--- config.mk ---
export PLATFORM = sky130hd
export DESIGN_NAME = button_debounce_long_press_core_flat
export DESIGN_NICKNAME = d
export VERILOG_FILES = /design/src/design/bdlp_pkg.sv /design/src/design/bdlp_sample_if.sv /design/src/design/bdlp_result_if.sv /design/src/design/bdlp_tracker.sv /design/src/design/button_debounce_long_press_core.sv /design/src/flat_wrapper.sv
export SDC_FILE = /design/constraint.sdc
export NUM_CORES = 1
export LEC_CHECK = 0
export ABC_AREA = 1
export BUFFER_PORTS_ARGS = -buffer_cell sky130_fd_sc_hd__buf_2
export CELL_PAD_IN_SITES_DETAIL_PLACEMENT = 1
export CELL_PAD_IN_SITES_GLOBAL_PLACEMENT = 2
export CORE_MARGIN = 2
export CORE_UTILIZATION = 35
export DETAILED_ROUTE_END_ITERATION = 8
export PLACE_DENSITY_LB_ADDON = 0.1
export SYNTH_ARGS = -nofsm -noshare
export SYNTH_HDL_FRONTEND = slang
export SYNTH_SLANG_ARGS = --single-unit
--- constraint.sdc ---
create_clock -name clk -period 4.04 [get_ports clk]
set_clock_uncertainty 0.1 [all_clocks]
set_input_delay 0.808 -clock clk [delete_from_list [all_inputs] [get_ports clk]]
set_output_delay 0.808 -clock clk [all_outputs]
set_load 0.02 [all_outputs]
--- src/design/bdlp_pkg.sv ---
// Shared types and constants for the button debounce and long-press block.
package bdlp_pkg;

    localparam int unsigned COUNT_W = 16;
    localparam int unsigned CFG_INDEX_W = 2;
    localparam int unsigned CFG_DATA_W = 16;

    localparam logic [COUNT_W-1:0] DEFAULT_DEBOUNCE = 16'd50;

    localparam logic [CFG_INDEX_W-1:0] CFG_POL_INVERT = 2'd0;
    localparam logic [CFG_INDEX_W-1:0] CFG_DEBOUNCE_TICKS = 2'd1;
    localparam logic [CFG_INDEX_W-1:0] CFG_LONG_PRESS_TICKS = 2'd2;

    typedef enum logic [1:0] {
        EV_NONE = 2'd0,
        EV_PRESS = 2'd1,
        EV_RELEASE = 2'd2,
        EV_LONG = 2'd3
    } event_t;

    typedef struct packed {
        logic pol_invert;
        logic [COUNT_W-1:0] debounce_ticks;
        logic [COUNT_W-1:0] long_press_ticks;
    } cfg_t;

    typedef struct packed {
        event_t ev;
        logic pressed;
        logic level;
    } tick_result_t;

endpackage

--- src/design/bdlp_sample_if.sv ---
// Handshake channel that carries one raw pin sample per transaction.
interface bdlp_sample_if;
    logic valid;
    logic ready;
    logic pin_level;

    modport source (output valid, output pin_level, input ready);
    modport sink (input valid, input pin_level, output ready);
endinterface

--- src/design/bdlp_result_if.sv ---
// Handshake channel that carries one button result per transaction.
interface bdlp_result_if;
    logic valid;
    logic ready;
    logic [1:0] event_res;
    logic debounced_pressed;
    logic level_now;

    modport source (output valid, output event_res, output debounced_pressed,
                    output level_now, input ready);
    modport sink (input valid, input event_res, input debounced_pressed,
                  input level_now, output ready);
endinterface

--- src/design/bdlp_tracker.sv ---
// Debounce and long-press state registers with their per-tick update logic.
module bdlp_tracker
    import bdlp_pkg::*;
(
    input  logic         clk,
    input  logic         rst_n,
    input  logic         step_en,
    input  logic         pin_level,
    input  cfg_t         cfg,
    output tick_result_t result
);

    logic               prev_raw_reg, prev_raw_next;
    logic [COUNT_W-1:0] deb_rem_reg, deb_rem_next;
    logic               deb_armed_reg, deb_armed_next;
    logic               pressed_reg, pressed_next;
    logic [COUNT_W-1:0] hold_rem_reg, hold_rem_next;
    logic               hold_armed_reg, hold_armed_next;

    logic   level;
    logic   hold_fresh;
    event_t ev;

    always_comb
    begin
        level = pin_level ^ cfg.pol_invert;
        ev = EV_NONE;
        hold_fresh = 1'b0;
        prev_raw_next = pin_level;
        deb_rem_next = deb_rem_reg;
        deb_armed_next = deb_armed_reg;
        pressed_next = pressed_reg;
        hold_rem_next = hold_rem_reg;
        hold_armed_next = hold_armed_reg;

        if (pin_level != prev_raw_reg)
        begin
            deb_rem_next = (cfg.debounce_ticks != '0) ? cfg.debounce_ticks
                                                       : DEFAULT_DEBOUNCE;
            deb_armed_next = 1'b1;
        end
        else if (deb_armed_reg)
        begin
            if (deb_rem_reg <= 16'd1)
            begin
                deb_rem_next = '0;
                deb_armed_next = 1'b0;
                if (level != pressed_reg)
                begin
                    pressed_next = level;
                    if (level)
                    begin
                        ev = EV_PRESS;
                        if (cfg.long_press_ticks != '0)
                        begin
                            hold_rem_next = cfg.long_press_ticks;
                            hold_armed_next = 1'b1;
                            hold_fresh = 1'b1;
                        end
                    end
                    else
                    begin
                        ev = EV_RELEASE;
                        hold_rem_next = '0;
                        hold_armed_next = 1'b0;
                    end
                end
            end
            else
            begin
                deb_rem_next = deb_rem_reg - 16'd1;
            end
        end

        // A release above clears the hold, so only a live hold counts here.
        if (hold_armed_next && !hold_fresh)
        begin
            if (hold_rem_next <= 16'd1)
            begin
                hold_rem_next = '0;
                hold_armed_next = 1'b0;
                if (pressed_next && ev == EV_NONE)
                begin
                    ev = EV_LONG;
                end
            end
            else
            begin
                hold_rem_next = hold_rem_next - 16'd1;
            end
        end

        result.ev = ev;
        result.pressed = pressed_next;
        result.level = level;
    end

    always_ff @(posedge clk or negedge rst_n)
    begin
        if (!rst_n)
        begin
            prev_raw_reg <= 1'b0;
            deb_rem_reg <= '0;
            deb_armed_reg <= 1'b0;
            pressed_reg <= 1'b0;
            hold_rem_reg <= '0;
            hold_armed_reg <= 1'b0;
        end
        else if (step_en)
        begin
            prev_raw_reg <= prev_raw_next;
            deb_rem_reg <= deb_rem_next;
            deb_armed_reg <= deb_armed_next;
            pressed_reg <= pressed_next;
            hold_rem_reg <= hold_rem_next;
            hold_armed_reg <= hold_armed_next;
        end
    end

endmodule

--- src/design/button_debounce_long_press_core.sv ---
// Top level of the button debounce and long-press block.
// Each sample transaction is one millisecond tick of the raw pin level and
// produces exactly one result transaction with the event (none, press,
// release or long press), the debounced pressed state and the
// polarity-corrected raw level. The block takes one sample per clock cycle
// unless a result waits untaken; the result is registered when the sample
// is accepted, and a new sample is taken in the same cycle that a waiting
// result is taken. Configuration writes are taken on any cycle with the
// write enable high and should be made while no transaction is in flight.
module button_debounce_long_press_core
    import bdlp_pkg::*;
(
    input  logic                   clk,
    input  logic                   rst_n,
    bdlp_sample_if.sink            sample,
    bdlp_result_if.source          result,
    input  logic                   cfg_we,
    input  logic [CFG_INDEX_W-1:0] cfg_index,
    input  logic [CFG_DATA_W-1:0]  cfg_data
);

    cfg_t         cfg_reg;
    logic         out_valid_reg;
    tick_result_t out_reg;
    tick_result_t tick_res;
    logic         step_en;

    assign sample.ready = !out_valid_reg || result.ready;
    assign step_en = sample.valid && sample.ready;

    always_ff @(posedge clk or negedge rst_n)
    begin
        if (!rst_n)
        begin
            cfg_reg.pol_invert <= 1'b0;
            cfg_reg.debounce_ticks <= DEFAULT_DEBOUNCE;
            cfg_reg.long_press_ticks <= '0;
        end
        else if (cfg_we)
        begin
            case (cfg_index)
                CFG_POL_INVERT:       cfg_reg.pol_invert <= cfg_data[0];
                CFG_DEBOUNCE_TICKS:   cfg_reg.debounce_ticks <= cfg_data;
                CFG_LONG_PRESS_TICKS: cfg_reg.long_press_ticks <= cfg_data;
                default:              ;
            endcase
        end
    end

    bdlp_tracker u_tracker (
        .clk       (clk),
        .rst_n     (rst_n),
        .step_en   (step_en),
        .pin_level (sample.pin_level),
        .cfg       (cfg_reg),
        .result    (tick_res)
    );

    always_ff @(posedge clk or negedge rst_n)
    begin
        if (!rst_n)
        begin
            out_valid_reg <= 1'b0;
        end
        else if (step_en)
        begin
            out_valid_reg <= 1'b1;
        end
        else if (result.ready)
        begin
            out_valid_reg <= 1'b0;
        end
    end

    always_ff @(posedge clk)
    begin
        if (step_en)
        begin
            out_reg <= tick_res;
        end
    end

    assign result.valid = out_valid_reg;
    assign result.event_res = out_reg.ev;
    assign result.debounced_pressed = out_reg.pressed;
    assign result.level_now = out_reg.level;

endmodule
--- src/flat_wrapper.sv ---
// flat-port wrapper written by rule: the top's interface ports become plain ports
module button_debounce_long_press_core_flat import bdlp_pkg::*;
  (clk, rst_n, cfg_we, cfg_index, cfg_data, sample_valid, sample_pin_level, sample_ready, result_valid, result_event_res, result_debounced_pressed, result_level_now, result_ready);
  bdlp_sample_if sample_i ();
  bdlp_result_if result_i ();
  input  logic clk;
  input  logic rst_n;
  input  logic cfg_we;
  input  logic [CFG_INDEX_W-1:0] cfg_index;
  input  logic [CFG_DATA_W-1:0] cfg_data;
  input wire logic [$bits(sample_i.valid)-1:0] sample_valid;
  input wire logic [$bits(sample_i.pin_level)-1:0] sample_pin_level;
  output wire logic [$bits(sample_i.ready)-1:0] sample_ready;
  output wire logic [$bits(result_i.valid)-1:0] result_valid;
  output wire logic [$bits(result_i.event_res)-1:0] result_event_res;
  output wire logic [$bits(result_i.debounced_pressed)-1:0] result_debounced_pressed;
  output wire logic [$bits(result_i.level_now)-1:0] result_level_now;
  input wire logic [$bits(result_i.ready)-1:0] result_ready;
  assign sample_i.valid = sample_valid;
  assign sample_i.pin_level = sample_pin_level;
  assign sample_ready = sample_i.ready;
  assign result_valid = result_i.valid;
  assign result_event_res = result_i.event_res;
  assign result_debounced_pressed = result_i.debounced_pressed;
  assign result_level_now = result_i.level_now;
  assign result_i.ready = result_ready;
  button_debounce_long_press_core u_core (.clk(clk), .rst_n(rst_n), .sample(sample_i), .result(result_i), .cfg_we(cfg_we), .cfg_index(cfg_index), .cfg_data(cfg_data));
endmodule
==> results.json <==
{
  "fin_nets": 704,
  "hold_path_depth": 2,
  "synth_seq_cells": 74,
  "synth.cell_area_sq_um": 4610,
  "max-cap-violations": 0,
  "dp.cells": 835,
  "core_area_sq_um": 12700,
  "worst_ep_arrival_time_ns": 3.67,
  "grtUsageTotal_pct": 20.9,
  "ctsResizeCount": 0,
  "whs_ns": 0.380,
  "crit_fanout": 13,
  "grt_max_degree": 71,
  "start_util_pct": 36.3,
  "post_cts_buffers": 0,
  "min_to": "u_core.u_tracker.hold_rem_reg[9]",
  "worst_slew_pin_slew_ns": 1.06,
  "yosysSeqAreaShare_pct": 40.7,
  "cts.sinks": 74,
  "synthCells": 643,
  "post-route-min-period_ns": 3.48,
  "syn_to_final_growth_pct": 14.4,
  "critPathCaptureType": "register",
  "rsz0062_at_grt": "no",
  "first_pass_iters": 4,
  "regToRegSetupSlack_ns": 0.71,
  "vdd_drop_max_uv": 244,
  "cts_hold_buffers": 0,
  "crit_type": "in -> reg",
  "globalplace.congestion": 0.820,
  "largest_reg_flops": 33,
  "final_cell_mix": "nand2_1 (192), inv_1 (86), o21ai_0 (68), dfrtp_1 (67), nor2_1 (57)",
  "via_per_inst": 4.90,
  "final-setup-viol-count": 0,
  "slew_viol_final": 0,
  "drt_iter0_markers": 201,
  "clk_pin_slew_ns": 0.06,
  "period_share_pct": 86.3,
  "hold_start": "u_core.u_tracker.hold_rem_reg[9]",
  "io_buffers": 29,
  "powerDensity_nw_per_um2": 638,
  "holdCritPathClass": "reg -> reg",
  "placement_rows": 41,
  "cts_tree": "done",
  "leakage_nw": 2.71,
  "clk_latency_ns": 0.35,
  "fin_tns_setup_ns": 0,
  "fmax_mhz": 287,
  "final_common_cell": "nand2_1",
  "h-tree-depth": 3,
  "dpl.hpwl_mm": 9.98,
  "rr_endpoint": "u_core.u_tracker.hold_rem_reg[8]",
  "dieWidth_microns": 119,
  "drc": 0,
  "netlist_top_cells_area": "dfrtp_1 (36%), nand2_1 (16%), o21ai_0 (7.4%)",
  "seq_area_sq_um": 1880,
  "gr-total-overflow": 0,
  "nFillCells": 1660,
  "vias": 4170,
  "yosys_warnings": 0,
  "first_global_vias": 4393,
  "synth.avg_cell_area_sq_um": 7.17,
  "grt_pass1_wl_mm": 23.1,
  "synth_top_area_cell": "dfrtp_1",
  "relSlewSlack_pct": 29.0,
  "multi_input_area_sq_um": 2300,
  "io_pins": 30,
  "wirelength_mm": 13.4,
  "drive_gt1_share_pct": 16.3,
  "wl_per_cell_microns": 15.7,
  "ant_nets": 0,
  "status": "finished clean",
  "ff2ff_path_depth": 19,
  "die-area_sq_um": 14100,
  "crit_required_ns": 4.23,
  "syn_nets": 673,
  "die_h_microns": 119,
  "startpoint_type": "input port",
  "antenna_found_initial": 0,
  "clock_path_buffers": 2,
  "finalHoldViolCount": 0,
  "r2r-start": "u_core.cfg_reg[32]",
  "layout.cells.non_filler": 851,
  "cts_root_buf": "clkbuf_16",
  "synth.distinct_cells": 38,
  "n_antenna_cell": 0,
  "total_power_mw": 3.37,
  "cts_buffers": 9,
  "synth_top_area_share_pct": 36.4
}
## worst max-delay path, cell delays in order
cell	delay, ns
buf_2	0.13
xnor2_2	0.19
inv_2	0.14
ha_1	0.37
nor2_1	0.24
inv_1	0.11
nor2_4	0.15
nand2_2	0.17
nand2_1	0.12
nand2_1	0.12
ha_1	0.24
inv_1	0.09
nor2_1	0.06
nand2_2	0.08
nand2_2	0.07
nand3_2	0.06
nand2_2	0.24
inv_2	0.15
nand2_1	0.07
nand2_1	0.05
## synth_stat cells (all sizes together)
cell	number
o21bai	1
nand4	2
nand2	205
buf	4
ha	6
o31ai	1
nand3	32
nor4	3
and3	1
edfxtp	4
or2	1
nor3	9
dfrtp	67
clkbuf	12
nand3b	3
xnor2	6
xor2	6
a31oi	1
inv	94
a21oi	16
nor2	73
a22oi	6
dfstp	3
a21o	1
a22o	1
o21ai	85
## stage by stage
| step | util, % | setup slack [ns] | instance area (sq um) |
|---|---|---|---|
| 6_report | 41.5 | 0.555 | 5280 |
| 5_1_grt | 41.5 | 0.202 | 5280 |
| 4_1_cts | 41.5 | 0.545 | 5280 |
| 3_5_place_dp | 38.9 | 0.220 | 4950 |
| 3_3_place_gp | 38.9 | 0.354 | 4950 |
| 2_1_floorplan | - | 0.574 | 4610 |
## kinds of logic (layout without fill, tap and decap cells)
group | count (synthesis) | after routing | share of synthesized area (%)
fa+ha+maj | 6 | 6 | 1.63
simple gates | 329 | 329 | 32.2
buf+inv | 110 | 146 | 9.41
compound gates | 112 | 112 | 13.6
flops | 74 | 74 | 40.7
xor+xnor | 12 | 12 | 2.44
## worst max-delay path by stage
stage | cells after the start | to | from
global placement | 20 | u_core.u_tracker.hold_rem_reg[11] | sample_pin_level
CTS | 20 | u_core.u_tracker.hold_rem_reg[8] | sample_pin_level
finish | 20 | u_core.u_tracker.hold_rem_reg[8] | sample_pin_level
floorplan | 20 | u_core.u_tracker.hold_rem_reg[15] | sample_pin_level
detailed placement | 18 | u_core.u_tracker.hold_rem_reg[2] | sample_pin_level
global route | 20 | u_core.u_tracker.hold_rem_reg[8] | sample_pin_level
## layout make-up
class / count / area share, %
multi-input cells: 459 / 43.6
flip-flops and latches: 74 / 35.5
inverters: 94 / 6.69
clock buffers: 11 / 5.00
well taps: 172 / 4.08
repair buffers: 36 / 3.79
clock inverters: 5 / 1.28
## where the power goes
group / switching (mW) / total, mW / leakage, nW / internal (mW)
Clock: 0.357 / 0.899 / 0.163 / 0.542
Combinational: 0.908 / 1.35 / 1.63 / 0.440
Sequential: 0.173 / 1.12 / 0.916 / 0.946
## per-layer routing
metal / track usage [%] / part of all wire [%] / up-vias
met2: 31.6 / 44 / 56
met1: 30.0 / 51 / 2005
met3: 3.72 / 3.4 / 20
met4: 6.92 / 1.7 / 0
li1: - / - / 2089
met5: 0 / 0 / -
Power figures use the tool's default switching activity.
